--- src/sv/adaptive_strategy_table_sampler_top_assert.svh ---
// Assertion macros shared by the sampler RTL.
// Each macro expects clk and rst_n to be visible where it is used.
`ifndef ADAPTIVE_STRATEGY_TABLE_SAMPLER_TOP_ASSERT_SVH
`define ADAPTIVE_STRATEGY_TABLE_SAMPLER_TOP_ASSERT_SVH

// Same-cycle implication.
`define ASTS_ASSERT_IMP(lbl, ant, cons, msg) \
    lbl: assert property (@(posedge clk) disable iff (!rst_n) (ant) |-> (cons)) \
        else $error(msg);

// Next-cycle implication.
`define ASTS_ASSERT_NXT(lbl, ant, cons, msg) \
    lbl: assert property (@(posedge clk) disable iff (!rst_n) (ant) |=> (cons)) \
        else $error(msg);

`endif

--- src/sv/asts_pkg.sv ---
// ----------------------------------------------------------------------------
// asts_pkg
// Shared widths, command codes, reset table and types of the sampler.
// ----------------------------------------------------------------------------
`timescale 1ns / 1ps
`default_nettype none

package asts_pkg;

    localparam int MAX_VERTS_DEF = 16;

    localparam int CMD_W    = 2;
    localparam int IDX_W    = 5;
    localparam int VAL_W    = 32;
    localparam int RAND_W   = 16;
    localparam int PROB_W   = 17;
    localparam int WEIGHT_W = 32;
    localparam int COUNT_W  = 32;
    localparam int TOTAL_W  = 48;
    localparam int DVD_W    = 64;

    localparam logic [CMD_W-1:0] CMD_ACCUM  = 2'd0;
    localparam logic [CMD_W-1:0] CMD_SAMPLE = 2'd1;
    localparam logic [CMD_W-1:0] CMD_QUERY  = 2'd2;

    localparam logic [WEIGHT_W-1:0] LOW_FLOOR  = 32'd6554;
    localparam logic [WEIGHT_W-1:0] EDGE_FLOOR = 32'd655360;
    localparam logic [COUNT_W-1:0]  COUNT_INIT = 32'd1000;
    localparam logic [COUNT_W-1:0]  COUNT_MAX  = 32'hFFFF_FFFF;

    // 100*exp(-k*k/20) in Q16.16.
    localparam logic [WEIGHT_W-1:0] DECAY [12] = '{
        32'd6553600, 32'd6233977, 32'd5365634, 32'd4178760,
        32'd2944722, 32'd1877638, 32'd1083303, 32'd565534,
        32'd267139,  32'd114179,  32'd44158,   32'd15452
    };

    typedef struct packed {
        logic busy;
        logic done;
    } div_stat_t;

    function automatic logic [WEIGHT_W-1:0] init_weight(int i, int j, int max_v);
        logic [WEIGHT_W-1:0] w;
        int k;
        k = i + j;
        if (k < 12)
        begin
            w = DECAY[k[3:0]];
        end
        else
        begin
            w = LOW_FLOOR;
        end
        if ((j <= 1 || i == 1) && w < EDGE_FLOOR)
        begin
            w = EDGE_FLOOR;
        end
        if (k > max_v || i == 0 || (i == 1 && j <= 1))
        begin
            w = '0;
        end
        return w;
    endfunction

endpackage

`default_nettype wire

--- src/sv/asts_div.sv ---
// ----------------------------------------------------------------------------
// asts_div
// Restoring divider, one quotient bit per cycle.
// ----------------------------------------------------------------------------
`timescale 1ns / 1ps
`default_nettype none

module asts_div (
    input  wire logic                           clk,
    input  wire logic                           rst_n,
    input  wire logic                           start,
    input  wire logic [asts_pkg::DVD_W-1:0]     dividend,
    input  wire logic [asts_pkg::TOTAL_W-1:0]   divisor,
    output logic [asts_pkg::DVD_W-1:0]          quotient,
    output asts_pkg::div_stat_t                 stat
);

    localparam int DW = asts_pkg::DVD_W;
    localparam int SW = asts_pkg::TOTAL_W;
    localparam int CNT_W = $clog2(DW + 1);

    logic [DW-1:0]    dvd_reg;
    logic [SW-1:0]    dvs_reg;
    logic [SW-1:0]    rem_reg;
    logic [CNT_W-1:0] cnt_reg;
    logic             busy_reg;
    logic             done_reg;

    logic [SW:0] rem_sh;
    logic        ge;
    logic [SW:0] rem_sub;

    always_comb
    begin
        rem_sh  = {rem_reg, dvd_reg[DW-1]};
        ge      = rem_sh >= {1'b0, dvs_reg};
        rem_sub = rem_sh - {1'b0, dvs_reg};
    end

    always_ff @(posedge clk or negedge rst_n)
    begin
        if (!rst_n)
        begin
            dvd_reg  <= '0;
            dvs_reg  <= '0;
            rem_reg  <= '0;
            cnt_reg  <= '0;
            busy_reg <= 1'b0;
            done_reg <= 1'b0;
        end
        else if (start)
        begin
            dvd_reg  <= dividend;
            dvs_reg  <= divisor;
            rem_reg  <= '0;
            cnt_reg  <= CNT_W'(DW);
            busy_reg <= 1'b1;
            done_reg <= 1'b0;
        end
        else if (busy_reg)
        begin
            rem_reg <= ge ? rem_sub[SW-1:0] : rem_sh[SW-1:0];
            dvd_reg <= {dvd_reg[DW-2:0], ge};
            cnt_reg <= cnt_reg - 1'b1;
            if (cnt_reg == CNT_W'(1))
            begin
                busy_reg <= 1'b0;
                done_reg <= 1'b1;
            end
        end
        else
        begin
            done_reg <= 1'b0;
        end
    end

    assign quotient  = dvd_reg;
    assign stat.busy = busy_reg;
    assign stat.done = done_reg;

endmodule

`default_nettype wire

--- config.mk ---
export PLATFORM = sky130hd
export DESIGN_NAME = asts_div
export DESIGN_NICKNAME = d
export VERILOG_FILES = /design/src/sv/adaptive_strategy_table_sampler_top_assert.svh /design/src/sv/asts_pkg.sv /design/src/sv/asts_div.sv
export SDC_FILE = /design/constraint.sdc
export NUM_CORES = 1
export LEC_CHECK = 0
export ABC_AREA = 0
export BUFFER_PORTS_ARGS = -buffer_cell sky130_fd_sc_hd__buf_2
export CAP_MARGIN = 20
export CORE_MARGIN = 2
export CORE_UTILIZATION = 40
export CTS_CLUSTER_SIZE = 16
export DETAILED_ROUTE_END_ITERATION = 7
export HOLD_SLACK_MARGIN = 0.06
export RECOVER_POWER = 50
export SLEW_MARGIN = 30
export SYNTH_ARGS = -nofsm -noshare
export SYNTH_HDL_FRONTEND = slang
export SYNTH_SLANG_ARGS = --single-unit
--- constraint.sdc ---
create_clock -name clk -period 3.3 [get_ports clk]
set_clock_uncertainty 0.2 [all_clocks]
set_input_delay 0.165 -clock clk [delete_from_list [all_inputs] [get_ports clk]]
set_output_delay 0.165 -clock clk [all_outputs]
set_load 0.05 [all_outputs]
==> summary.md, run 1 <==
| Metric | Value |
|---|---|
| Final core utilization | 56.81% |
| Placed Area | 11680 µm² |
| Failing checks | capacitance limit, slew limit |
| Ys Warns | 0 |
| Vias per inst | 5.222 |
| Final Setup Violations | 0 |
| Status | finished, violations left |
| DRC errors left | 0 |
| Worst-path clk slew | 0.08 ns |
| Max H-tree Level | 4 |
| FF+latch count, synth | 169 |
| Mean routed wirelength per cell | 15.79 µm |
| Synthesized area | 10320 µm² |
| CP max FO | 6 |
| CTS tree | built |
| Leak | 6.984 nW |
| FILL cells | 2292 |
| Fin. Hold Viols | 0 |
| Max reg flops | 64 |
| Crit path launch type | register |
| Seq/Total Area, Yosys | 40.99% |
| Die width | 164.6 µm |
| Maximum vdd ir drop | 0.4849 mV |
| Crit Path Class | reg2reg |
| Post-layout instance area | 14350 µm² |
| First-pass GRT wire length | 48.30 mm |
| Fin worst setup slack | 0.1308 ns |
| Core area | 25250 µm² |
| Library cells used by synthesis | 69 |
| Worst min path class | in2reg |
| WL final | 29.80 mm |
| Non-filler cells, final | 1887 |
| Max Freq | 0.3155 GHz |
| Mean post-synth cell area | 8.618 µm² |
| RSZ-0062 raised after global routing | yes |
| Die height | 164.6 µm |
| Synth async-reset ratio | 100.0% |
| GR Util All Layers | 22.01% |
| DRT Pass-1 Iters | 5 |
| Worst EP required | 3.45 ns |
| Synthesis-to-layout area growth | 39.07% |
| Share of layout cells above drive strength 1 | 16.18% |
| Clk Latency, worst-skew pair | 0.44 ns |
| Antenna viol nets, final | 0 |
| Gate Count Post-Synth | 1197 |
| PwrDens | 630.4 nW/µm² |
| Vias in the first global route | 9802 |
| Rows | 58 |
| Arr. time, crit path | 3.32 ns |
| Ant. Diodes | 0 |
| Final min period | 3.169 ns |
| Root buffer cell | clkbuf_16 |
| Final #Nets | 1710 |
| DP Wirelength | 18.55 mm |
| Clock sinks | 169 |
| Max cap viols | 1 |
| CTS max path bufs | 2 |
| Cells after DPL | 1667 |
| Post-Syn Nets | 1363 |
| Gr ovfl total | 0 |
| Period utilisation layout | 96.04% |
| # port buffers | 180 |
| Setup TNS | 0 ns |
| Top Ports | 181 |
| Violation count after the first detailed-route iteration | 515 |
| R2r setup slk | 0.13 ns |
| DIE AREA | 27090 µm² |
| Hold Crit Depth | 4 |
| Critical path capture point type | register |
| Largest net degree at the start of global routing | 127 |
| Slew Viols, Final | 64 |
| Gpl congestion | 0.8892 |
| Setup WS pre-CTS | -0.01168 ns |
| Initial Util | 40.85% |
| DR vias | 9853 |
| Post-synth EDFFs | 0 |
| CTS Buf Count | 17 |
| Slew @ Worst Pin | 1.677 ns |
| Worst r2r path cells | 12 |
| Antenna violations before repair | 0 |
| Prevailing post-synth register cell | dfrtp_1 |
| Relative slew slack | -11.78% |
-- power by group --
group          internal, mW  leakage (nW)  switching (mW)
Combinational          1.83          4.57            2.48
Sequential             2.40          2.12           0.281
Clock                  1.03         0.293            1.02
-- worst max-delay path, cell delays in order (launching register included) --
cell and delay [ns]:
dfrtp_1 0.34, inv_1 0.06, ha_1 0.38, a21oi_1 0.22
inv_1 0.08, a31oi_1 0.17, o221a_2 0.26, and4_4 0.23
or2_4 0.14, o41ai_4 0.07, o311ai_1 0.31, mux2_1 0.36
a311oi_2 0.26
-- timing repair --
item,in CTS,in global routing
pin swaps,0,16
setup endpoints to repair,1,45
gates cloned,0,1
hold endpoints to repair,175,0
buffers inserted,0,4
gates resized for setup,3,51
hold buffers,183,0
-- Yosys cell counts (all sizes together) (7+ instances only) --
library cell	count	share of area, %
nand2	226	8.2
dfrtp	169	41
o21ai	146	7.1
nor2	84	3.1
mux2i	70	6.8
inv	65	2.4
clkbuf	63	2.3
ha	50	6.1
a21oi	49	2.4
a311oi	38	3.2
xnor2	30	2.5
nand3	20	0.97
a21o	19	1.4
xor2	18	1.5
buf	15	0.74
a211oi	14	1.0
nor3	12	0.58
nand4	9	0.69
o21a	9	0.65
a31oi	8	0.63
o21bai	7	0.51
-- worst paths after layout --
path,to,startpoint
min reg2reg,done_reg$_DFFE_PN0P_,done_reg$_DFFE_PN0P_
min in group asynchronous,rem_reg[28]$_DFFE_PN0P_,rst_n
max in group asynchronous,rem_reg[41]$_DFFE_PN0P_,rst_n
min,dvs_reg[40]$_DFFE_PN0P_,divisor[40]
max,rem_reg[47]$_DFFE_PN0P_,dvs_reg[14]$_DFFE_PN0P_
max reg2reg,rem_reg[47]$_DFFE_PN0P_,dvs_reg[14]$_DFFE_PN0P_
-- logic make-up after synthesis --
logic type,Yosys count,share of synthesized area [%]
AND/OR/NAND/NOR,388,16.14
AO/OA/AOI/OAI,326,20.12
flip-flops,169,40.99
buffers and inverters,143,5.397
multiplexers,72,7.010
adder cells (fa/ha/maj),51,6.258
XOR/XNOR,48,4.075
-- metal layers --
| metal | GRT usage [%] | share of wire, % | up-vias |
|---|---|---|---|
| li1 | - | - | 4874 |
| met1 | 28.31 | 44 | 4717 |
| met2 | 37.90 | 50 | 206 |
| met3 | 3.491 | 3.4 | 56 |
| met4 | 7.115 | 2.2 | 0 |
| met5 | 0 | 0 | - |
-- layout by cell type, fill, tap and decap left out, types with 5 or more instances in the layout --
| cell | instances |
|---|---|
| buf_2 | 114 |
| a311oi_1 | 33 |
| a211oi_1 | 10 |
| a31oi_1 | 6 |
| a311oi_2 | 5 |
| clkbuf_16 | 18 |
| o21ai_0 | 134 |
| xnor2_1 | 30 |
| o21ai_1 | 9 |
| a21oi_2 | 5 |
| a21o_1 | 19 |
| a21oi_1 | 44 |
| dlygate4sd3_1 | 183 |
| inv_8 | 6 |
| xor2_1 | 18 |
| inv_1 | 65 |
| ha_1 | 35 |
| ha_4 | 8 |
| nor2_1 | 80 |
| nand3_1 | 20 |
| dfrtp_1 | 168 |
| buf_4 | 36 |
| o21bai_1 | 5 |
| and3_1 | 5 |
| o211ai_1 | 6 |
| clkinv_8 | 5 |
| nor3_1 | 10 |
| nand2_1 | 226 |
| o21a_1 | 9 |
| mux2i_1 | 70 |
| ha_2 | 7 |
| clkbuf_1 | 64 |
| nand4_1 | 8 |
-- metrics by stage --
step,hold WS (ns),power [mW]
2_1_floorplan,-0.3306,5.478
6_report,0.2646,9.045
4_1_cts,0.09955,8.821
3_5_place_dp,-0.003343,6.531
3_3_place_gp,-0.001563,6.501
5_1_grt,0.2832,9.695
-- cell type report --
cell class / count / area, µm² / area share [%]
clock buffer: 17 / 425.4 / 2.965
timing repair buffer: 406 / 3050 / 21.26
clock inverter: 15 / 178.9 / 1.247
multi-input combinational: 885 / 5802 / 40.44
sequential: 169 / 4233 / 29.50
inverter: 65 / 244.0 / 1.701
tap: 330 / 412.9 / 2.878
Note: power is estimated with default switching activity, not from simulation.
==> run 2, diff against run 1 <==
--- a/config.mk
+++ b/config.mk
@@ -9,10 +9,11 @@
 export BUFFER_PORTS_ARGS = -buffer_cell sky130_fd_sc_hd__buf_2
 export CAP_MARGIN = 20
 export CORE_MARGIN = 2
-export CORE_UTILIZATION = 40
+export CORE_UTILIZATION = 45
 export CTS_CLUSTER_SIZE = 16
 export DETAILED_ROUTE_END_ITERATION = 7
 export HOLD_SLACK_MARGIN = 0.06
+export PLACE_DENSITY = 0.66
 export RECOVER_POWER = 50
 export SLEW_MARGIN = 30
 export SYNTH_ARGS = -nofsm -noshare
==> run 2 against run 1 <==
Compared with the run above:
- the flow still finishes with violations (capacitance limit, slew limit)
- worst setup slack improved by 0.0062 ns
- critical endpoint unchanged
- sequential share of layout area rose by 0.97 points
- first-iteration DRC count rose by 5.2%
- sequential power barely moved
- combinational power fell by 3%
- final area fell by 3.2%
- largest power group unchanged
==> summary.md, run 2 (synthesis results as in run 1) <==
| Metric | Value |
|---|---|
| Status | finished, violations left |
| Failing checks | capacitance limit, slew limit |
| Antenna violations before repair | 0 |
| Switching share of total power | 41.95% |
| Fin. Hold Viols | 0 |
| Clk Latency, worst-skew pair | 0.45 ns |
| WL final | 28.22 mm |
| Cells after DPL | 1614 |
| FILL cells | 1946 |
| Worst min path class | in2reg |
| Final #Nets | 1666 |
| Max reg flops | 64 |
| Internal power | 5.191 mW |
| Critical path capture point type | register |
| Initial Util | 45.70% |
| Relative slew slack | -2.676% |
| Slew Viols, Final | 57 |
| Top Ports | 181 |
| Die width | 155.4 µm |
| Leak | 6.960 nW |
| Vias in the first global route | 9731 |
| Area of the multi-input gates | 5767 µm² |
| Setup WS pre-CTS | -0.03565 ns |
| PwrDens | 643.7 nW/µm² |
| Gpl congestion | 0.8500 |
| Root buffer cell | clkbuf_16 |
| Violation count after the first detailed-route iteration | 542 |
| Ant. Diodes | 0 |
| DRT Pass-1 Iters | 5 |
| Clk pwr share | 23.2% |
| First-pass GRT wire length | 47.20 mm |
| Commonest non-fill, non-tap cell in the layout | nand2_1 |
| Crit path launch type | register |
| Most frequent cells in the layout | nand2_1 (226), dfrtp_1 (168), buf_2 (162) |
| Rows | 55 |
| GR Util All Layers | 23.63% |
| Arr. time, crit path | 3.31 ns |
| Die height | 155.4 µm |
| DIE AREA | 24150 µm² |
| Vias per inst | 5.367 |
| CTS Buf Count | 17 |
| Period utilisation layout | 95.85% |
| Largest net degree at the start of global routing | 148 |
| Non-filler cells, final | 1798 |
| DR vias | 9649 |
| Worst EP required | 3.45 ns |
| CP max FO | 4 |
| CTS tree | built |
| Final Setup Violations | 0 |
| Comb pwr share | 46.9% |
| Gr ovfl total | 0 |
| Switching pwr | 3.751 mW |
| Slew @ Worst Pin | 1.540 ns |
| Clock sinks | 169 |
| DRC errors left | 0 |
| Crit Path Class | reg2reg |
| Fin worst setup slack | 0.1370 ns |
| Max cap viols | 1 |
| Core area | 22570 µm² |
| Max H-tree Level | 4 |
| Share of layout cells above drive strength 1 | 18.84% |
| Part of the power in registers | 29.9% |
| Worst-path clk slew | 0.09 ns |
| Synthesis-to-layout area growth | 34.65% |
| Final min period | 3.163 ns |
| CTS max path bufs | 2 |
| Mean routed wirelength per cell | 15.70 µm |
| DP Wirelength | 18.09 mm |
| # port buffers | 180 |
| Register area | 4233 µm² |
| Antenna viol nets, final | 0 |
| Max Freq | 0.3162 GHz |
| Maximum vdd ir drop | 0.4057 mV |
run 2: repair_timing:
action                                  in CTS  in global routing
endpoints found under the setup margin       1                 47
endpoints found under the hold margin      245                  0
pin swaps                                    0                 20
resized for setup                            2                 45
setup buffers                                0                  9
hold buffers                               143                  0
run 2: worst max-delay path, stage by stage, from the launching register on:
cell	delay [ns]
dfrtp_1	0.41
ha_1	0.30
nor2b_2	0.17
o21bai_2	0.21
a31oi_4	0.14
o21ai_2	0.21
and4_4	0.25
or2_4	0.14
o41ai_4	0.07
o311ai_1	0.32
mux2_1	0.38
a311oi_2	0.26
run 2: area by class of cell:
class                      instances  area share [%]
clock inverter                    15           1.405
timing repair buffer             362           19.22
clock buffer                      17           3.063
tap                              285           2.567
multi-input combinational        885           41.52
sequential                       169           30.47
inverter                          65           1.756
run 2: through the flow:
| stage | utilization (%) | hold WS (ns) | TNS (ns) | cell area, µm² | power, mW |
|---|---|---|---|---|---|
| after floorplan | - | -0.3306 | 0 | 10320 | 5.478 |
| after global placement | 51.34 | -0.02862 | 0 | 11590 | 6.463 |
| after detailed placement | 51.34 | -0.03269 | -0.03565 | 11590 | 6.504 |
| after CTS | 60.54 | 0.07322 | 0 | 13670 | 8.779 |
| after global routing | 61.54 | 0.2659 | -0.1615 | 13890 | 9.555 |
| final | 61.54 | 0.2485 | 0 | 13890 | 8.941 |
run 2: final timing paths:
| path | end | slack, ns | from | cells after the start |
|---|---|---|---|---|
| max | rem_reg[47]$_DFFE_PN0P_ | 0.14 | rem_reg[0]$_DFFE_PN0P_ | 11 |
| min | quotient[44]$_DFFE_PN0P_ | 0.25 | dividend[44] | 4 |
| max reg2reg | rem_reg[47]$_DFFE_PN0P_ | 0.14 | rem_reg[0]$_DFFE_PN0P_ | 11 |
| min reg2reg | dvs_reg[0]$_DFFE_PN0P_ | 0.34 | dvs_reg[0]$_DFFE_PN0P_ | 1 |
| max in group asynchronous | dvs_reg[7]$_DFFE_PN0P_ | 1.26 | rst_n | 3 |
| min in group asynchronous | dvs_reg[23]$_DFFE_PN0P_ | 0.42 | rst_n | 2 |
run 2: power groups by stage:
| stage | clock network (mW) | registers (mW) | logic, mW |
|---|---|---|---|
| 3_3_place_gp | 0 | 2.69 | 3.78 |
| 5_1_grt | 2.20 | 2.73 | 4.63 |
| 6_report | 2.08 | 2.68 | 4.19 |
| 3_5_place_dp | 0 | 2.69 | 3.81 |
| 2_1_floorplan | 0 | 2.96 | 2.52 |
| 4_1_cts | 2.13 | 2.66 | 3.99 |
run 2: layer usage:
| layer | GRT usage (%) | up-vias | part of all wire, % |
|---|---|---|---|
| li1 | - | 4790 | - |
| met1 | 31.36 | 4581 | 45 |
| met2 | 39.70 | 232 | 49 |
| met3 | 3.454 | 46 | 3.6 |
| met4 | 8.082 | 0 | 2.1 |
| met5 | 0 | - | 0 |
